--- config.mk ---
export PLATFORM = sky130hd
export DESIGN_NAME = csht_mod
export DESIGN_NICKNAME = d
export VERILOG_FILES = /design/src/sv/csht_pkg.sv /design/src/sv/csht_mod.sv
export SDC_FILE = /design/constraint.sdc
export NUM_CORES = 1
export LEC_CHECK = 0
export BUFFER_PORTS_ARGS = -buffer_cell sky130_fd_sc_hd__buf_2
export CORE_AREA = 2 2 39 41
export CTS_CLUSTER_DIAMETER = 80
export CTS_CLUSTER_SIZE = 12
export DETAILED_ROUTE_END_ITERATION = 6
export DIE_AREA = 0 0 41 43
export PLACE_DENSITY = 0.67
export SLEW_MARGIN = 20
export SYNTH_ARGS = -nofsm -noshare
export SYNTH_HDL_FRONTEND = slang
export SYNTH_SLANG_ARGS = --single-unit
--- constraint.sdc ---
create_clock -name clk_i -period 0.8 [get_ports clk_i]
set_input_delay 0.24 -clock clk_i [delete_from_list [all_inputs] [get_ports clk_i]]
set_output_delay 0.24 -clock clk_i [all_outputs]
set_load 0.02 [all_outputs]
--- src/sv/csht_pkg.sv ---
// Shared types and codes for the chained scatter hash table.
// Depends on nothing; used by the top level, the remainder unit and the testbench.
package csht_pkg;

  localparam int unsigned SLOTS_DEF = 1024;
  localparam int unsigned KEY_W     = 31;
  localparam int unsigned DATA_W    = 32;

  localparam logic OP_GET = 1'b0;
  localparam logic OP_SET = 1'b1;

  localparam logic [1:0] STAT_HIT    = 2'd0;
  localparam logic [1:0] STAT_MISS   = 2'd1;
  localparam logic [1:0] STAT_INSERT = 2'd2;
  localparam logic [1:0] STAT_FULL   = 2'd3;

  typedef struct packed {
    logic              opcode;
    logic [KEY_W-1:0]  key;
    logic [DATA_W-1:0] value;
  } req_t;

  typedef struct packed {
    logic [1:0]        status;
    logic [DATA_W-1:0] read_value;
  } rsp_t;

endpackage

--- src/sv/csht_mod.sv ---
// Remainder unit: key modulo SLOTS, shared by home-slot lookups.
// Depends on csht_pkg. Mask for a power-of-two SLOTS, else a registered reciprocal multiply.
module csht_mod #(
  parameter int unsigned SLOTS = csht_pkg::SLOTS_DEF,
  parameter int unsigned IW    = $clog2(SLOTS)
) (
  input  logic                      clk_i,
  input  logic                      rst_ni,
  input  logic                      start_i,
  input  logic [csht_pkg::KEY_W-1:0] key_i,
  output logic                      done_o,
  output logic [IW-1:0]             rem_o
);

  logic          done_q;
  logic [IW-1:0] rem_q;

  assign done_o = done_q;
  assign rem_o  = rem_q;

  if ((SLOTS & (SLOTS - 1)) == 0) begin : g_pow2
    always_ff @(posedge clk_i or negedge rst_ni) begin
      if (!rst_ni) begin
        done_q <= 1'b0;
      end else begin
        done_q <= start_i;
      end
    end

    always_ff @(posedge clk_i) begin
      if (start_i) begin
        rem_q <= key_i[IW-1:0];
      end
    end
  end else begin : g_recip
    // quotient = (key * ceil(2^SH / SLOTS)) >> SH, exact for keys of up to 31 bits, as RECIP is 32 bits wide
    localparam int unsigned KW    = csht_pkg::KEY_W;
    localparam int unsigned SH    = KW + $clog2(SLOTS);
    localparam int unsigned PW    = KW + 32;
    localparam logic [31:0] RECIP =
      32'(((64'd1 << SH) + 64'(SLOTS) - 64'd1) / 64'(SLOTS));

    logic          s1_q;
    logic          s2_q;
    logic [KW-1:0] key_q;
    logic [KW-1:0] quo_q;
    logic [PW-1:0] prod;
    logic [IW-1:0] qd_low;

    assign prod   = PW'(key_q) * PW'(RECIP);
    // remainder is below SLOTS, so only the low IW bits of quotient * SLOTS matter
    assign qd_low = quo_q[IW-1:0] * IW'(SLOTS);

    always_ff @(posedge clk_i or negedge rst_ni) begin
      if (!rst_ni) begin
        s1_q   <= 1'b0;
        s2_q   <= 1'b0;
        done_q <= 1'b0;
      end else begin
        s1_q   <= start_i;
        s2_q   <= s1_q;
        done_q <= s2_q;
      end
    end

    always_ff @(posedge clk_i) begin
      if (start_i) begin
        key_q <= key_i;
      end
      if (s1_q) begin
        quo_q <= KW'(prod >> SH);
      end
      if (s2_q) begin
        rem_q <= key_q[IW-1:0] - qd_low;
      end
    end
  end

endmodule

==> impl_metrics.toml, run 1 <==
[status]
status = "finished with violations"
violations = "setup timing"

[clocking]
clock-sinks = 11
cts_buffers = 3
clk_pin_slew_ns = 0.06
cts_root_buffer = "clkbuf_4"
cts.path.max_buffers = 2
cts_tree = "yes"
htreeDepth = 1

[timing]
fin_ws_ns = -0.228
post-route-period-util_pct = 129
timing.final.hold_violations = 0
grt_setup_unrepaired = "yes"
setup_viol = 11
maxSlewHeadroom_pct = 84.5
period_needed_ns = 1.03
slew_viol_final = 0
worst_pin_slew_ns = 0.232
clock.fmax_mhz = 973

[worst_setup_path]
arrival_ns = 0.79
crit_fanout = 1
cp_cell_sequence = "buf_6"
crit_path_end_kind = "primary output"
required_ns = 0.56
crit_family = "flip-flops"
startpoint = "rem_o[0]$_DFFE_PP_"
critPathKind = "flop to primary output"
worstSetupStartpointType = "flop"
cp_num_buf_inv = 1
critPathMaxStageDelay_ns = 0.39
crit_slowest_cell = "edfxtp_1"

[routing]
wire_per_inst_um = 9.71
routed_via_density = 3.76
drt_iter0_markers = 2
finalWirelength_um = 534
first_pass_iters = 3
route.detailed.drc = 0
drtAntennaViolNets = 0
vias = 207

[power]
irDropWorstVdd_mv = 0.841
leakagePower_nw = 0.232
powerDensity_nw_per_um2 = 2250

[global_route]
grt_max_degree = 12
grt_use_total_pct = 7.99
grt_pass1_wl_um = 862
grt_pass1_vias = 218
antenna_found_initial = 0
overflow = 0

[floorplanning]
rows = 14
die_y_um = 43
dieArea_sq_um = 1760
initial_core_util_pct = 23.5
core_area_sq_um = 1380
io_pins = 45
dieWidth_um = 41

[logic_synthesis]
yosysTopAreaCellShare_pct = 92.3
synth_cells = 11
ys_types = 2
ys_ff_latch = 11
synth_edf_count = 10
ys_top_cells_by_count = "10 x edfxtp_1, 1 x dfrtp_1"
syn_nets = 45
yosysWarnings = 0
post-synth-top-area-cell = "edfxtp_1"
synthFlopType = "edfxtp_1"
synth_area_leaders = "edfxtp_1 92%, dfrtp_1 7.7%"
syn_area_per_cell_sq_um = 29.6
ys_seq_area_share_pct = 100
yosysMostFrequentCell = "edfxtp_1"
mappedNetlistArea_sq_um = 325
synth-async-reset-ratio_pct = 9.09

[cells_and_area]
n_antenna_cell = 0
nNetsFinal = 74
multi_input_area_sq_um = 0
final_cells = 55
syn_to_final_growth_pct = 64.2
multi_input_gates = 0
drive_gt1_share_pct = 66.7
utilization_pct = 38.6

[worst_hold_path]
min_path_type = "input port to flop"
hp-start = "key_i[7]"

[placement]
io_buffers = 23
gp_congestion = 0.559
place_inst = 50

[job]
max-cap-violations = 0
cells by family after synthesis:
logic type	count (synthesis)	share of synthesized area, %
flops	11	100
what timing repair did:
item	CTS	global route
resized for setup	4	8
hold buffers	1	0
endpoints found under the setup margin	11	11
gates cloned	0	0
hold endpoints to repair	1	0
buffers inserted	0	0
pin swaps	0	0
layout make-up:
type	instances	area, sq um
repair buffers	24	163
clock buffers	4	26.3
well taps	16	20.0
fillers	137	850
flip-flops and latches	11	325
metal layers:
metal	global-route usage, %	part of all wire, %
met1	8.25	34
met2	10.3	47
met3	6.28	19
met4	6.00	0
met5	0	0
path summary, 6_finish.rpt:
| check | end | slack [ns] | cells after the start |
|---|---|---|---|
| setup / recovery | rem_o[0] | -0.23 | 1 |
| hold / removal | rem_o[7]$_DFFE_PP_ | 0.16 | 1 |
| max in group asynchronous | done_o$_DFF_PN0_ | 0.44 | 2 |
| min in group asynchronous | done_o$_DFF_PN0_ | 0.27 | 2 |
stage by stage:
step                      setup slack, ns  hold slack, ns  power [W]  setup TNS (ns)  instance area (sq um)
after floorplan                     0.111         -0.0556   0.000758               0                    325
after global placement             0.0138          0.0154   0.000828               0                    460
after detailed placement          0.00391          0.0158   0.000831               0                    460
after CTS                          -0.250           0.141    0.00121           -2.54                    509
after global routing               -0.276           0.136    0.00128           -2.82                    534
final                              -0.228           0.155    0.00120           -2.34                    534
report_power, final:
group	switching, W	total [W]	leakage (nW)	internal (W)
registers	0.0000138	0.000690	0.110	0.000676
clock network	0.000161	0.000353	0.0150	0.000192
logic	0.0000846	0.000161	0.107	0.0000768
registers in the layout, indices dropped and copies added, names as in the netlist:
name / cells
done_o: 1
rem_o: 10
cell usage in the layout, fill, tap and decap left out, drive strengths merged:
cell type    netlist  final
dfrtp              1      1
buf                0     23
edfxtp            10     10
dlygate4sd3        0      1
clkbuf             0      4
No activity file was read; power rests on OpenSTA's default activity.
==> run 2, diff against run 1 <==
--- a/config.mk
+++ b/config.mk
@@ -11,7 +11,7 @@
 export CTS_CLUSTER_SIZE = 12
 export DETAILED_ROUTE_END_ITERATION = 6
 export DIE_AREA = 0 0 41 43
-export PLACE_DENSITY = 0.67
+export PLACE_DENSITY = 0.65
 export SLEW_MARGIN = 20
 export SYNTH_ARGS = -nofsm -noshare
 export SYNTH_HDL_FRONTEND = slang
==> constraint.sdc (replaced) <==
create_clock -name clk_i -period 1.23 [get_ports clk_i]
set_input_delay 0.369 -clock clk_i [delete_from_list [all_inputs] [get_ports clk_i]]
set_output_delay 0.369 -clock clk_i [all_outputs]
set_load 0.02 [all_outputs]
==> run 2 against run 1 <==
The flow now finishes without violations. Core utilization decreased by 2.7 points. Combinational power decreased by 45%. Clock power decreased by 37%. Sequential cell count unchanged. Final cell count unchanged. Via count increased by 0.97%. Design area decreased by 7.0%. Worst setup slack improved by 0.30 ns.
==> impl_metrics.toml, run 2 (synthesis gave the netlist of run 1 again) <==
[worst_setup_path]
critPathMaxStageDelay_ns = 0.37
cp_num_buf_inv = 1
crit_family = "flip-flops"
worstSetupStartpointType = "flop"
crit_path_end_kind = "primary output"
arrival_ns = 0.79
crit_slowest_cell = "edfxtp_1"
crit_fanout = 1
required_ns = 0.86
critPathKind = "flop to primary output"
cp_cell_sequence = "buf_2"

[timing]
holdWs_ns = 0.288
worst_pin_slew_ns = 0.229
timing.final.hold_violations = 0
setup_viol = 0
period_needed_ns = 1.16
post-route-period-util_pct = 94.2
clock.fmax_mhz = 863
fin_tns_setup_ns = 0
grt_setup_unrepaired = "no"
slew_viol_final = 0
maxSlewHeadroom_pct = 84.7

[routing]
wire_per_inst_um = 9.36
first_pass_iters = 3
finalWirelength_um = 515
routed_via_density = 3.80
drt_iter0_markers = 1
route.detailed.drc = 0
drtAntennaViolNets = 0
vias = 209

[floorplanning]
rows = 14
core_area_sq_um = 1380
initial_core_util_pct = 23.5
dieWidth_um = 41
die_y_um = 43
dieArea_sq_um = 1760
io_pins = 45

[status]
status = "completed"

[power]
p_switching_w = 0.000161
seq_power_share_pct = 58.7
p_int_w = 0.000597
powerDensity_nw_per_um2 = 1530
clock_power_share_pct = 29.6
swShare_pct = 21.2
p_comb_share_pct = 11.7
irDropWorstVdd_mv = 0.560
finalPower_w = 0.000759
leakagePower_nw = 0.219

[global_route]
grt_use_total_pct = 6.38
overflow = 0
antenna_found_initial = 0
grt_pass1_wl_um = 731
grt_pass1_vias = 197
grt_max_degree = 12

[cells_and_area]
final_cells = 55
n_antenna_cell = 0
layout_commonest_cell = "buf_2"
nNetsFinal = 74
multi_input_gates = 0
multi_input_area_sq_um = 0
largest_reg_flops = 10
drive_gt1_share_pct = 66.7
syn_to_final_growth_pct = 52.7
utilization_pct = 35.9
final_cell_mix = "23 x buf_2, 10 x edfxtp_1, 3 x clkbuf_4"

[clocking]
clock-sinks = 11
cts_root_buffer = "clkbuf_4"
hold_buffers = 1
cts_tree = "yes"
htreeDepth = 1
cts_buffers = 3
cts_resized = 0
clk_pin_slew_ns = 0.06
cts.path.max_buffers = 2
post-cts-setup-buffers = 0

[job]
max-cap-violations = 0

[placement]
place_inst = 50
gp_congestion = 0.583
io_buffers = 23

[worst_hold_path]
min_path_type = "input port to flop"
## run 2: cell types whose count changed in the layout (fill, tap and decap cells not counted)
cell	change
buf_2	+6
buf_6	-6
## run 2: final timing paths
| check | from | to | cells past startpoint |
|---|---|---|---|
| max in group asynchronous | rst_ni | done_o$_DFF_PN0_ | 2 |
| setup / recovery | rem_o[7]$_DFFE_PP_ | rem_o[7] | 1 |
| hold / removal | key_i[5] | rem_o[5]$_DFFE_PP_ | 1 |
| min in group asynchronous | rst_ni | done_o$_DFF_PN0_ | 2 |
## run 2: per-stage QoR
stage	worst slack (ns)	instance area, sq um
after floorplan	0.412	325
after global placement	0.313	460
after detailed placement	0.308	460
after CTS	0.0566	497
after global routing	0.0339	497
final	0.0715	497
## run 2: layout make-up
class | instances | area (sq um)
Fill cell | 131 | 887
Sequential cell | 11 | 325
Tap cell | 16 | 20.0
Clock buffer | 4 | 26.3
Timing Repair Buffer | 24 | 125
## run 2: routing by layer
| layer | vias to the layer above | global-route usage [%] | share of wire, % |
|---|---|---|---|
| met1 | 90 | 8.71 | 38 |
| met2 | 17 | 6.88 | 38 |
| met4 | 0 | 6.00 | 0.78 |
| met3 | 2 | 3.14 | 23 |
| li1 | 100 | - | - |
| met5 | - | 0 | 0 |
## run 2: power by group through the flow
stage / Sequential, W / Combinational (W) / Clock [W]
floorplan: 0.000493 / 0 / 0
global placement: 0.000452 / 0.0000884 / 0
detailed placement: 0.000454 / 0.0000881 / 0
CTS: 0.000446 / 0.0000906 / 0.000238
global route: 0.000448 / 0.0000946 / 0.000254
finish: 0.000445 / 0.0000889 / 0.000224
==> run 3, diff against run 2 <==
==> constraint.sdc (replaced) <==
create_clock -name clk_i -period 1.1 [get_ports clk_i]
set_input_delay 0.33 -clock clk_i [delete_from_list [all_inputs] [get_ports clk_i]]
set_output_delay 0.33 -clock clk_i [all_outputs]
set_load 0.01 [all_outputs]
==> run 3 against run 2 <==
The run now ends with setup timing left. Clock power rose by 12%. Via count is the same. First-iteration DRC count did not move. Largest power group unchanged.
==> impl_metrics.toml, run 3 (synthesis gave the netlist of run 1 again) <==
[status]
status = "finished with violations"
violations = "setup timing"

[floorplanning]
dieArea_sq_um = 1760
dieWidth_um = 41
initial_core_util_pct = 23.5
core_area_sq_um = 1380
rows = 14
io_pins = 45
die_y_um = 43

[worst_setup_path]
arrival_ns = 0.77
crit_fanout = 1
critPathKind = "flop to primary output"
crit_family = "flip-flops"
cp_num_buf_inv = 1
crit_path_end_kind = "primary output"
worstSetupStartpointType = "flop"
critPathMaxStageDelay_ns = 0.37
cp_cell_sequence = "buf_2"
crit_slowest_cell = "edfxtp_1"
startpoint = "rem_o[7]$_DFFE_PP_"
required_ns = 0.77

[global_route]
antenna_found_initial = 0
grt_max_degree = 12
grt_use_total_pct = 6.38
overflow = 0
grt_pass1_wl_um = 731
grt_pass1_vias = 197

[timing]
holdWs_ns = 0.249
worst_pin_slew_ns = 0.230
fin_tns_setup_ns = -0.000129
maxSlewHeadroom_pct = 84.7
fin_ws_ns = -0.000129
clock.fmax_mhz = 909
setup_viol = 1
slew_viol_final = 0
post-route-period-util_pct = 100
grt_setup_unrepaired = "yes"
period_needed_ns = 1.10
timing.final.hold_violations = 0

[routing]
first_pass_iters = 3
finalWirelength_um = 518
wire_per_inst_um = 9.42
routed_via_density = 3.80
drt_iter0_markers = 1
drtAntennaViolNets = 0
vias = 209
route.detailed.drc = 0

[placement]
io_buffers = 23
dp_slack_ns = 0.217
gp_congestion = 0.583
place_inst = 50

[worst_hold_path]
holdPathStages = 1
holdPathEnd = "rem_o[5]$_DFFE_PP_"
min_path_type = "input port to flop"
hp-start = "key_i[5]"

[power]
leakagePower_nw = 0.221
powerDensity_nw_per_um2 = 1640
finalPower_w = 0.000827
irDropWorstVdd_mv = 0.626

[cells_and_area]
syn_to_final_growth_pct = 54.6
drive_gt1_share_pct = 66.7
multi_input_gates = 0
n_antenna_cell = 0
largest_reg_flops = 10
final_cell_mix = "22 x buf_2, 10 x edfxtp_1, 3 x clkbuf_4"
nNetsFinal = 74
layout_commonest_cell = "buf_2"
multi_input_area_sq_um = 0
final_cells = 55

[clocking]
clk_pin_slew_ns = 0.06
cts_buffers = 3
post-cts-setup-buffers = 0
cts_root_buffer = "clkbuf_4"
cts_tree = "yes"
htreeDepth = 1
clock-sinks = 11
cts.path.max_buffers = 2

[job]
max-cap-violations = 0
run 3: timing repair:
item / 4_1_cts / 5_1_grt
setup endpoints to repair: 3 / 10
resized for setup: 0 / 1
endpoints found under the hold margin: 1 / 0
hold buffers: 1 / 0
run 3: power by group:
| group | internal, W | leakage, nW | total (W) | switching (W) |
|---|---|---|---|---|
| sequential | 0.000491 | 0.110 | 0.000498 | 0.00000695 |
| clock | 0.000140 | 0.0150 | 0.000251 | 0.000111 |
| combinational | 0.0000391 | 0.0968 | 0.0000778 | 0.0000387 |
run 3: cell type report:
class,count,area [sq um]
flip-flops and latches,11,325
well taps,16,20.0
repair buffers,24,131
fillers,130,881
clock buffers,4,26.3
run 3: per-stage QoR:
stage,util (%),area [sq um]
6_report,36.3,503
5_1_grt,36.3,503
4_1_cts,35.9,497
3_5_place_dp,33.3,460
3_3_place_gp,33.3,460
2_1_floorplan,-,325
run 3: layer usage:
| metal | track usage [%] | vias to the layer above | part of all wire (%) |
|---|---|---|---|
| met5 | 0 | - | 0 |
| li1 | - | 100 | - |
| met1 | 8.71 | 90 | 38 |
| met2 | 6.88 | 17 | 38 |
| met4 | 6.00 | 0 | 0.77 |
| met3 | 3.14 | 2 | 23 |
run 3: how the worst max path moves through the flow:
stage / to / slack, ns / depth (start not counted)
floorplan: rem_o[0] / 0.38 / 0
global placement: rem_o[0]$_DFFE_PP_ / 0.22 / 1
detailed placement: rem_o[0]$_DFFE_PP_ / 0.22 / 1
CTS: rem_o[7] / -0.02 / 1
global route: rem_o[3] / -0.04 / 1
finish: rem_o[7] / -0.0001 / 1
